**config.mk**
```make
export PLATFORM = sky130hd
export DESIGN_NAME = piecewise_linear_curve_eval_core
export DESIGN_NICKNAME = d
export VERILOG_FILES = /design/src/rtl/core/plce_pkg.sv /design/src/rtl/core/plce_div.sv /design/src/rtl/core/plce_engine.sv /design/src/rtl/core/piecewise_linear_curve_eval_core.sv
export SDC_FILE = /design/constraint.sdc
export NUM_CORES = 2
export LEC_CHECK = 0
export BUFFER_PORTS_ARGS = -buffer_cell sky130_fd_sc_hd__buf_2
export CORE_MARGIN = 2
export CORE_UTILIZATION = 63
export DETAILED_ROUTE_END_ITERATION = 7
export PLACE_DENSITY = 0.81
export RECOVER_POWER = 100
export SETUP_SLACK_MARGIN = 0.15
export SYNTH_ARGS = -nofsm -noshare
export SYNTH_HDL_FRONTEND = slang
export SYNTH_HIERARCHICAL = 1
export SYNTH_SLANG_ARGS = --single-unit
```
**constraint.sdc**
```tcl
create_clock -name clock -period 11.3 [get_ports clock]
set_clock_uncertainty 0.15 [all_clocks]
set_input_delay 0.565 -clock clock [delete_from_list [all_inputs] [get_ports clock]]
set_output_delay 0.565 -clock clock [all_outputs]
set_load 0.005 [all_outputs]
```
**src/rtl/core/plce_pkg.sv**
```systemverilog
`default_nettype none

package plce_pkg;

   localparam int SAMPLE_W   = 16;
   localparam int COORD_W    = 16;
   localparam int CSR_IDX_W  = 3;
   localparam int CSR_DATA_W = 32;
   localparam int NP_W       = 3;
   localparam int PROD_W     = 2 * COORD_W;
   localparam int DIV_STEPS  = PROD_W;
   localparam int DIV_CNT_W  = $clog2(DIV_STEPS);

   // Register indexes on the configuration port.
   localparam logic [CSR_IDX_W-1:0] CSR_NUM_POINTS = 3'd0;
   localparam logic [CSR_IDX_W-1:0] CSR_POINT0     = 3'd1;

   localparam logic [NP_W-1:0]       NUM_POINTS_RESET = 3'd2;
   localparam logic [CSR_DATA_W-1:0] POINT1_RESET     = 32'h8000_8000;

   typedef struct packed {
      logic [COORD_W-1:0] x;
      logic [COORD_W-1:0] y;
   } point_type;

   typedef enum logic [2:0] {
      ST_IDLE,
      ST_SCAN,
      ST_MULT,
      ST_LAUNCH,
      ST_DIV,
      ST_DONE
   } state_type;

   typedef struct packed {
      logic               start;
      logic [PROD_W-1:0]  dividend;
      logic [COORD_W-1:0] divisor;
   } div_req_type;

   typedef struct packed {
      logic              done;
      logic [PROD_W-1:0] quotient;
   } div_rsp_type;

   typedef struct packed {
      logic               valid;
      logic [COORD_W-1:0] value;
      logic               in_segment;
   } res_type;

endpackage

`default_nettype wire

```
**src/rtl/core/plce_div.sv**
```systemverilog
`default_nettype none

module plce_div (
   input  wire                 clock,
   input  wire                 reset,
   input  plce_pkg::div_req_type req,
   output plce_pkg::div_rsp_type rsp
);
   import plce_pkg::*;

   logic                 busy_ff, busy_in;
   logic                 done_ff, done_in;
   logic [DIV_CNT_W-1:0] count_ff, count_in;
   logic [COORD_W-1:0]   rem_ff, rem_in;
   logic [PROD_W-1:0]    quo_ff, quo_in;
   logic [COORD_W-1:0]   divisor_ff, divisor_in;

   logic [COORD_W:0]     shifted;
   logic [COORD_W:0]     diff;
   logic                 fits;

   // One restoring step per cycle: the remainder always stays below the divisor.
   always_comb begin
      shifted    = {rem_ff, quo_ff[PROD_W-1]};
      diff       = shifted - {1'b0, divisor_ff};
      fits       = (shifted >= {1'b0, divisor_ff});
      busy_in    = busy_ff;
      done_in    = 1'b0;
      count_in   = count_ff;
      rem_in     = rem_ff;
      quo_in     = quo_ff;
      divisor_in = divisor_ff;
      if (req.start) begin
         busy_in    = 1'b1;
         count_in   = DIV_CNT_W'(DIV_STEPS - 1);
         rem_in     = '0;
         quo_in     = req.dividend;
         divisor_in = req.divisor;
      end else if (busy_ff) begin
         rem_in   = fits ? diff[COORD_W-1:0] : shifted[COORD_W-1:0];
         quo_in   = {quo_ff[PROD_W-2:0], fits};
         count_in = count_ff - 1'b1;
         if (count_ff == '0) begin
            busy_in = 1'b0;
            done_in = 1'b1;
         end
      end
   end

   always_ff @(posedge clock) begin
      if (reset) begin
         busy_ff  <= 1'b0;
         done_ff  <= 1'b0;
         count_ff <= '0;
      end else begin
         busy_ff  <= busy_in;
         done_ff  <= done_in;
         count_ff <= count_in;
      end
      rem_ff     <= rem_in;
      quo_ff     <= quo_in;
      divisor_ff <= divisor_in;
   end

   assign rsp.done     = done_ff;
   assign rsp.quotient = quo_ff;

endmodule

`default_nettype wire

```
**src/rtl/core/plce_engine.sv**
```systemverilog
`default_nettype none

module plce_engine #(
   parameter int MAX_POINTS = 6
) (
   input  wire                                  clock,
   input  wire                                  reset,
   input  wire                                  req_valid,
   input  wire  [plce_pkg::SAMPLE_W-1:0]        req_sample,
   output logic                                 req_stall,
   input  wire  [plce_pkg::NP_W-1:0]            num_points,
   input  plce_pkg::point_type                  points [MAX_POINTS],
   input  wire                                  out_free,
   output plce_pkg::res_type                    res
);
   import plce_pkg::*;

   localparam int IDX_W = $clog2(MAX_POINTS);

   state_type            state_ff, state_in;
   logic [IDX_W-1:0]     k_ff, k_in;
   logic [SAMPLE_W-1:0]  t_ff, t_in;
   logic [COORD_W-1:0]   y0_ff, y0_in;
   logic [COORD_W-1:0]   dy_ff, dy_in;
   logic                 neg_ff, neg_in;
   logic [COORD_W-1:0]   dt_ff, dt_in;
   logic [COORD_W-1:0]   dx_ff, dx_in;
   logic [PROD_W-1:0]    prod_ff, prod_in;
   logic [COORD_W-1:0]   value_ff, value_in;
   logic                 inseg_ff, inseg_in;

   logic [NP_W-1:0]      n_used;
   logic [NP_W-1:0]      n_last;
   logic [IDX_W-1:0]     k_next;
   point_type            p0, p1;
   logic                 hit;
   logic                 last_seg;
   logic [COORD_W-1:0]   q;
   div_req_type          div_req;
   div_rsp_type          div_rsp;

   always_comb begin
      if (num_points < NP_W'(2)) begin
         n_used = NP_W'(2);
      end else if (num_points > NP_W'(MAX_POINTS)) begin
         n_used = NP_W'(MAX_POINTS);
      end else begin
         n_used = num_points;
      end
      n_last   = n_used - 1'b1;
      k_next   = k_ff + 1'b1;
      p0       = points[k_ff];
      p1       = points[k_next];
      hit      = (p0.x <= t_ff) && (t_ff <= p1.x);
      last_seg = ((NP_W'(k_ff) + NP_W'(2)) >= n_used);
      q        = div_rsp.quotient[COORD_W-1:0];
   end

   plce_div u_div (
      .clock (clock),
      .reset (reset),
      .req   (div_req),
      .rsp   (div_rsp)
   );

   always_comb begin
      state_in = state_ff;
      k_in     = k_ff;
      t_in     = t_ff;
      y0_in    = y0_ff;
      dy_in    = dy_ff;
      neg_in   = neg_ff;
      dt_in    = dt_ff;
      dx_in    = dx_ff;
      prod_in  = prod_ff;
      value_in = value_ff;
      inseg_in = inseg_ff;
      req_stall        = (state_ff != ST_IDLE);
      div_req.start    = 1'b0;
      div_req.dividend = prod_ff;
      div_req.divisor  = dx_ff;
      res.valid        = 1'b0;
      res.value        = value_ff;
      res.in_segment   = inseg_ff;
      unique case (state_ff)
         ST_IDLE: begin
            if (req_valid) begin
               t_in     = req_sample;
               k_in     = '0;
               state_in = ST_SCAN;
            end
         end
         ST_SCAN: begin
            if (hit) begin
               y0_in    = p0.y;
               neg_in   = (p1.y < p0.y);
               dy_in    = (p1.y < p0.y) ? (p0.y - p1.y) : (p1.y - p0.y);
               dt_in    = t_ff - p0.x;
               dx_in    = p1.x - p0.x;
               inseg_in = 1'b1;
               if (p1.x == p0.x) begin
                  // A zero-width segment takes its left value.
                  value_in = p0.y;
                  state_in = ST_DONE;
               end else begin
                  state_in = ST_MULT;
               end
            end else if (last_seg) begin
               value_in = points[n_last[IDX_W-1:0]].y;
               inseg_in = 1'b0;
               state_in = ST_DONE;
            end else begin
               k_in = k_next;
            end
         end
         ST_MULT: begin
            prod_in  = PROD_W'(dy_ff) * PROD_W'(dt_ff);
            state_in = ST_LAUNCH;
         end
         ST_LAUNCH: begin
            div_req.start = 1'b1;
            state_in      = ST_DIV;
         end
         ST_DIV: begin
            if (div_rsp.done) begin
               value_in = neg_ff ? (y0_ff - q) : (y0_ff + q);
               state_in = ST_DONE;
            end
         end
         ST_DONE: begin
            res.valid = 1'b1;
            if (out_free) begin
               state_in = ST_IDLE;
            end
         end
         default: begin
            state_in = ST_IDLE;
         end
      endcase
   end

   always_ff @(posedge clock) begin
      if (reset) begin
         state_ff <= ST_IDLE;
         k_ff     <= '0;
      end else begin
         state_ff <= state_in;
         k_ff     <= k_in;
      end
      t_ff     <= t_in;
      y0_ff    <= y0_in;
      dy_ff    <= dy_in;
      neg_ff   <= neg_in;
      dt_ff    <= dt_in;
      dx_ff    <= dx_in;
      prod_ff  <= prod_in;
      value_ff <= value_in;
      inseg_ff <= inseg_in;
   end

   // Since t - x0 never exceeds x1 - x0, the quotient fits in one coordinate.
   a_quotient_narrow: assert property (@(posedge clock) disable iff (reset)
      (state_ff == ST_DIV && div_rsp.done) |-> (div_rsp.quotient[PROD_W-1:COORD_W] == '0))
      else $error("quotient exceeds segment height");

   a_scan_in_range: assert property (@(posedge clock) disable iff (reset)
      (state_ff == ST_SCAN) |-> ((NP_W'(k_ff) + NP_W'(1)) < n_used))
      else $error("segment index beyond the points in use");

   a_handoff: assert property (@(posedge clock) disable iff (reset)
      (state_ff == ST_DONE && out_free) |=> (state_ff == ST_IDLE))
      else $error("result handed off but sequencer did not return to idle");

endmodule

`default_nettype wire

```
**src/rtl/core/piecewise_linear_curve_eval_core.sv**
```systemverilog
`default_nettype none
// Channel   Direction  Handshake          Payload
// req       in         req_valid/stall    req_sample[15:0]
// rsp       out        rsp_valid/stall    rsp_value[15:0], rsp_in_segment
// csr       in         csr_valid/ready    csr_index[2:0], csr_data[31:0]
//
// One sample is captured, then scanned segment by segment (one segment compare
// a cycle), then multiplied, launched, run through the bit-serial divider and
// handed off.
// A zero-width hit or a miss skips the multiply and divide.
// Reset clears the sequencer and the result slot and loads the curve registers with their defaults.
// A stalled result holds in the output register while the next sample is taken.

module piecewise_linear_curve_eval_core #(
   parameter int MAX_POINTS = 6
) (
   input  wire                                  clock,
   input  wire                                  reset,
   input  wire                                  req_valid,
   output logic                                 req_stall,
   input  wire  [plce_pkg::SAMPLE_W-1:0]        req_sample,
   output logic                                 rsp_valid,
   input  wire                                  rsp_stall,
   output logic [plce_pkg::COORD_W-1:0]         rsp_value,
   output logic                                 rsp_in_segment,
   input  wire                                  csr_valid,
   output logic                                 csr_ready,
   input  wire  [plce_pkg::CSR_IDX_W-1:0]       csr_index,
   input  wire  [plce_pkg::CSR_DATA_W-1:0]      csr_data
);
   import plce_pkg::*;

   logic [NP_W-1:0]    num_points_ff, num_points_in;
   point_type          points_ff [MAX_POINTS];
   point_type          points_in [MAX_POINTS];
   logic               rsp_valid_ff, rsp_valid_in;
   logic [COORD_W-1:0] rsp_value_ff, rsp_value_in;
   logic               rsp_inseg_ff, rsp_inseg_in;
   logic               csr_write;
   logic               out_free;
   res_type            res;

   assign csr_ready = 1'b1;
   assign csr_write = csr_valid && csr_ready;

   always_comb begin
      num_points_in = num_points_ff;
      if (csr_write && csr_index == CSR_NUM_POINTS) begin
         num_points_in = csr_data[NP_W-1:0];
      end
      for (int i = 0; i < MAX_POINTS; i++) begin
         points_in[i] = points_ff[i];
         if (csr_write && csr_index == (CSR_POINT0 + CSR_IDX_W'(i))) begin
            points_in[i] = csr_data;
         end
      end
   end

   always_ff @(posedge clock) begin
      if (reset) begin
         num_points_ff <= NUM_POINTS_RESET;
         for (int i = 0; i < MAX_POINTS; i++) begin
            points_ff[i] <= (i == 1) ? POINT1_RESET : '0;
         end
      end else begin
         num_points_ff <= num_points_in;
         for (int i = 0; i < MAX_POINTS; i++) begin
            points_ff[i] <= points_in[i];
         end
      end
   end

   // The result slot is free when empty or when its transfer happens now.
   assign out_free = !rsp_valid_ff || !rsp_stall;

   plce_engine #(
      .MAX_POINTS (MAX_POINTS)
   ) u_engine (
      .clock      (clock),
      .reset      (reset),
      .req_valid  (req_valid),
      .req_sample (req_sample),
      .req_stall  (req_stall),
      .num_points (num_points_ff),
      .points     (points_ff),
      .out_free   (out_free),
      .res        (res)
   );

   always_comb begin
      rsp_value_in = rsp_value_ff;
      rsp_inseg_in = rsp_inseg_ff;
      rsp_valid_in = rsp_valid_ff && rsp_stall;
      if (res.valid && out_free) begin
         rsp_valid_in = 1'b1;
         rsp_value_in = res.value;
         rsp_inseg_in = res.in_segment;
      end
   end

   always_ff @(posedge clock) begin
      if (reset) begin
         rsp_valid_ff <= 1'b0;
      end else begin
         rsp_valid_ff <= rsp_valid_in;
      end
      rsp_value_ff <= rsp_value_in;
      rsp_inseg_ff <= rsp_inseg_in;
   end

   assign rsp_valid      = rsp_valid_ff;
   assign rsp_value      = rsp_value_ff;
   assign rsp_in_segment = rsp_inseg_ff;

endmodule

`default_nettype wire
```
======== Yosys cells after proc, flatten, opt, wreduce, memory -nomap -nowiden ========
Index checks and enable logic that the tools add are counted.
word-level totals
  output and inout bits ................... 20
  bits in registers ....................... 420
  word-level logic and storage cells ...... 148
  input port bits ......................... 56
operators by class
  reduce and logical (&&, ||, !) cells .... 28
  multiply operators ...................... 1
  eq/ne operators ......................... 19
  multiplexer cells ....................... 42
  $lt $le $gt $ge ......................... 10
  bitwise logic cells ..................... 4
  $add $sub $neg .......................... 11
operators with widths
  cell                                                              number
  32-bit binary-select mux with 3-bit select                        3
  32-bit 2-to-1 mux                                                 6
  16-bit 2-to-1 mux                                                 9
  16-bit subtractor                                                 6
  3-bit 2-to-1 mux                                                  11
  16-bit <= comparator                                              2
  16-bit by 16-bit multiplier with 32-bit output                    1
  16-bit one-hot mux with 2 select lines                            1
  3-bit one-hot mux with 6 select lines                             1
  17-bit by 16-bit greater-or-equal comparator with 1-bit output    1
  16-bit adder                                                      1
  16-bit == test                                                    1
  16-bit < comparator                                               1
  3-bit == test (second input constant)                             5
  3-bit by 2-bit == test with 1-bit output (second input constant)  4
  4-bit greater-or-equal comparator (second input constant)         3
  3-bit NOT with 4-bit output                                       3
  4-bit AND reduction                                               3
  1-bit logical AND                                                 10
  5-bit 2-to-1 mux                                                  2
  2-bit != test (second input constant)                             5
  1-bit 2-to-1 mux                                                  8
  2-bit nonzero test                                                4
  3-bit by 1-bit == test with 1-bit output (second input constant)  2
  other kinds (18)                                                  22

======== Longest topological paths before layout ========
  word-level depth ........................ 11
  mapped depth ............................ 24
  mapped depth without buffers ............ 22

======== Hierarchy ========
Netlist, hierarchy kept.
modules (own cells, without submodules)
  module                            cells an instance  times used  sequential area each (sq um)  area an instance (sq um)
  plce_engine                       2202               1           4023.9                        21199.1
  piecewise_linear_curve_eval_core  703                1           4434.3                        8165.3
  plce_div                          351                1           1901.8                        3895.0

======== Worst setup path after synthesis ========
No wires, ideal clock.
  path kind ............................... register -> register
  start ................................... register u_engine.k_ff[0]
  end ..................................... register u_engine.dt_ff[0], enable pin
  arrival time ............................ 8.468 ns
  stages on the path, launching flop included .. 20
  path buffers ............................ 8
  path slack .............................. 2.114 ns
  cells stage by stage .................... dfxtp_1 buf_2 buf_2 buf_4 buf_2 buf_2 buf_2 mux2i_1 o21ai_0 ha_1 fa_1 nor2b_1 o31a_1 nor3_2 o21bai_1 a31oi_1 a211o_1 buf_2 buf_2 nor3_1
on the way
  longest elaborated chain between the ends .. 8
RTL lines
  what                                                   line                text
  from (decl)                                            plce_engine.sv:21   logic [IDX_W-1:0] k_ff, k_in;
  from (signal assigned)                                 plce_engine.sv:148  k_ff <= k_in;
  3-bit by 1-bit adder with 3-bit output                 plce_engine.sv:51   k_next = k_ff + 1'b1;
  3-bit NOT with 4-bit output (not written as such)      plce_engine.sv:53   p1 = points[k_next];
  32-bit binary-select mux with 3-bit select             plce_engine.sv:53
  32-bit 2-to-1 mux (not written as such) (2 in series)  plce_engine.sv:53
  16-bit <= comparator                                   plce_engine.sv:54   hit = (p0.x <= t_ff) && (t_ff <= p1.x);
  1-bit logical AND (*)                                  plce_engine.sv:54
  2-bit AND reduction (no source line) (*)               --
  to (signal assigned)                                   plce_engine.sv:154  dt_ff <= dt_in;
  to (decl)                                              plce_engine.sv:26   logic [COORD_W-1:0] dt_ff, dt_in;
Mark *: on every way between the ends. The rest lies on a longest branch, timed or not. The select of a mux whose other input is x is not followed.
A chain may end at the register's enable or synchronous reset.

======== Worst setup path in the final report ========
  start ................................... register u_engine.k_ff[1]
  end ..................................... register u_engine.dy_ff[15] (data pin)
on the way
  longest elaborated chain between the ends .. 7
RTL lines
  what                                                             line                text
  3-bit by 1-bit adder with 3-bit output                           plce_engine.sv:51
  3-bit NOT with 4-bit output (not written as such)                plce_engine.sv:53
  32-bit binary-select mux with 3-bit select                       plce_engine.sv:53
  32-bit 2-to-1 mux (not written as such) (2 in series)            plce_engine.sv:53
  16-bit subtractor / 16-bit < comparator (equally long branches)  plce_engine.sv:97   dy_in = (p1.y < p0.y) ? (p0.y - p1.y) : (p1.y - p0.y);
  16-bit 2-to-1 mux (*)                                            plce_engine.sv:97
  to (signal assigned)                                             plce_engine.sv:152  dy_ff <= dy_in;
  to (decl)                                                        plce_engine.sv:24   logic [COORD_W-1:0] dy_ff, dy_in;
Marks and branches as above.

==> metrics.md <==
| Metric | Value |
|---|---|
| Antenna violations before repair | 1 |
| Die area | 0.0546 mm² |
| Avg Inst Size Synth | 10.2 µm² |
| DRC viols | 0 |
| Htree depth | 2 |
| Worst hold path endpoint | rsp_valid |
| Max frequency | 0.114 GHz |
| Failing checks | max-capacitance violations, max-slew violations |
| Hpwl dp | 60,000 µm |
| Syn. warnings | 6 |
| Fin crit period | 8.78 ns |
| Setup bufs post-CTS | 0 |
| Synth cell count leaders | inv_1, mux2i_1, nand2b_1 |
| Synth top area share | 17.6% |
| Via density | 6.15 |
| IO Pins | 76 |
| Total Wirelength | 83,300 µm |
| Post-route ant nets | 0 |
| Vias in the first global route | 24,400 |
| Drt initial violations | 2,056 |
| Final setup viols | 0 |
| Crit path kind | reg2reg |
| Reg2reg start | u_engine/k_ff[1] |
| Hold Path Class | in2reg |
| CTS max path bufs | 3 |
| Largest cells by area after synthesis | edfxtp_1, dfxtp_1, fa_1, mux2i_1, ha_1 |
| Cells on Worst Hold Path | 3 |
| Initial core utilization | 63.5% |
| Filler cell count | 3,976 |
| Total CTS buffers | 47 |
| Cell depth of the worst flop-to-flop path | 16 |
| Placed instance count | 3,869 |
| Die width | 234 µm |
| Sequential Area | 0.0104 mm² |
| Hold slack | 0.0669 ns |
| Sequential share of the synthesized area | 31.1% |
| CP Launch Type | register |
| DR vias | 24,400 |
| Pins Over Slew Limit | 442 |
| Main flop type after synthesis | dfxtp_1 |
| Layout area overhead | 6.95% |
| Number of flops mapped to enable cells by yosys | 195 |
| Crit Reg-Reg Endpoint | u_engine/dy_ff[15] |
| Clock-pin slew on the worst setup and hold paths | 0.06 ns |
| Count leader, synth | inv_1 |
| R2R Setup Slk | 2.52 ns |
| Worst rel slew slack | -207% |
| Cell Area, Synth | 0.0333 mm² |
| Port-buffer cells | 74 |
| Unrepaired setup endpoints after global routing | false |
| Clock Latency Late Sink | 0.61 ns |
| Final Hold Vio Count | 0 |
| Fraction of layout cells with a size suffix above 1 | 9.12% |
| Unique masters post-synth | 104 |
| Clock tree root buffer cell | clkbuf_16 |
| CP Max Fanout | 52 |
| Core area | 0.0523 mm² |
| Period utilization | 77.7% |
| Share of async-settable or async-resettable flops after synthesis | 0% |
| Clk sinks | 420 |
| Pin count of the biggest net entering global routing | 134 |
| Die Ht | 234 µm |
| Post-synthesis register bit count | 420 |
| Synth Instances | 3,256 |
| Global-route wire length before repair | 131,000 µm |
| DR pass1 iterations | 5 |
| Final setup TNS | 0 ns |
| Outcome | finished, violations left |
| Hold Startpoint | rsp_stall |
| Routed length per placed instance | 21.0 µm |
| CP required | 11.49 ns |
| Worst Tran Pin Value | 4.61 ns |
| Syn Nets | 3,733 |
| Post-synth top area cell | edfxtp_1 |
| Grt total ovfl | 0 |
| Placer Congestion | 0.941 |
| GRT Util Overall | 30.6% |
| Max Cap Violations | 8 |
| Area of the multi-input gates | 0.0209 mm² |
| Placement Rows | 84 |
| WP data arrival | 8.98 ns |
| Post-route insts no fill | 3,969 |
| Setup crit end kind | register |
| CTS tree | yes |
| # nets final | 3,718 |
kinds of logic after synthesis:
group / share of synthesized area [%]
buffers and inverters: 6.12
AOI/OAI and AO/OA: 9.36
and+or+nand+nor: 14.9
xor gates and xnor gates: 2.74
other: 0.0113
adders and majority gates: 20.4
DFF: 31.1
muxes: 15.4
worst max path at each step:
stage,start,endpoint,slack [ns],cells past startpoint
floorplan,u_engine/k_ff[0],u_engine/dt_ff[0],2.11,19
global placement,u_engine/dy_ff[11],u_engine/prod_ff[30],4.63,21
detailed placement,u_engine/dy_ff[11],u_engine/prod_ff[30],4.34,21
CTS,u_engine/dy_ff[8],u_engine/prod_ff[30],4.32,20
global route,u_engine/k_ff[1],u_engine/dy_ff[15],2.04,16
finish,u_engine/k_ff[1],u_engine/dy_ff[15],2.52,16
state kept, by name, indices dropped and copies added, names as in the netlist, 3 cells and up:
name	flops
u_engine/t_ff	16
u_engine/u_div/rem_ff	16
rsp_value	16
u_engine/y0_ff	16
u_engine/state_ff	3
u_engine/u_div/quo_ff	32
u_engine/dy_ff	16
u_engine/u_div/count_ff	5
u_engine/dt_ff	16
num_points_ff	3
u_engine/k_ff	3
u_engine/u_div/divisor_ff	16
u_engine/value_ff	16
points_ff	192
u_engine/prod_ff	32
u_engine/dx_ff	16
cell usage in the layout (no fill, tap or decap), types with 17 or more instances in the layout:
cell type,synthesis,routed
a21o_1,43,43
a21oi_1,166,166
and2_1,132,121
buf_2,48,51
buf_4,10,18
clkbuf_1,101,34
clkbuf_16,0,48
dfxtp_1,225,223
edfxtp_1,195,195
fa_1,200,200
ha_1,221,221
inv_1,333,333
mux2_2,33,31
mux2i_1,294,294
mux4_2,80,80
nand2_1,247,247
nand2b_1,249,249
nand3_1,20,21
nand4_1,22,22
nor2_1,156,156
nor2b_1,26,26
nor3_1,29,30
o211ai_1,20,20
o21a_1,17,17
o21ai_0,46,53
o31a_1,34,34
xnor2_1,73,71
xor2_1,31,31
repair_timing:
action	4_1_cts	5_1_grt
hold endpoints to repair	11	0
gates resized for setup	0	0
hold buffers	11	0
area by class of cell:
type                    instances  share of cell area (%)
clock inverters                24                   0.714
flip-flops and latches        420                    29.1
well taps                     688                    2.42
inverters                     334                    3.52
diodes                          1                 0.00703
multi-input cells            2330                    58.7
repair buffers                108                    1.75
clock buffers                  64                    3.78
per-layer routing:
| metal | up-vias | routed length (µm) | global-route usage, % |
|---|---|---|---|
| met2 | 999 | 39600 | 50.7 |
| met4 | 2 | 2860 | 10.9 |
| met1 | 12000 | 35000 | 41.4 |
| li1 | 11200 | - | - |
| met3 | 196 | 5740 | 4.00 |
| met5 | - | 13 | 0 |
critical path: stages, from the launching register on:
cell and delay [ns]:
dfxtp_2 0.31, clkbuf_1 2.16, ha_1 0.83, buf_4 0.74
mux4_2 0.59, nand2_1 0.09, o31a_1 0.24, inv_1 0.06
ha_1 0.42, a21oi_1 0.25, o211ai_1 0.15, nand2_1 0.12
nand3_1 0.79, mux2_1 0.72, nor3b_1 0.48, o41ai_2 0.14
xor2_1 0.15
metrics by stage:
step	util, %	setup WS [ns]	cell area [µm²]
after floorplan	-	2.11	33300
after global placement	64.9	4.63	34000
after detailed placement	64.9	4.34	34000
after CTS	68.2	4.32	35700
after global routing	68.0	2.04	35600
final	68.0	2.52	35600
Power is not shown: default switching activity piles up to over one toggle a cycle in this logic, so the estimate is an artifact.
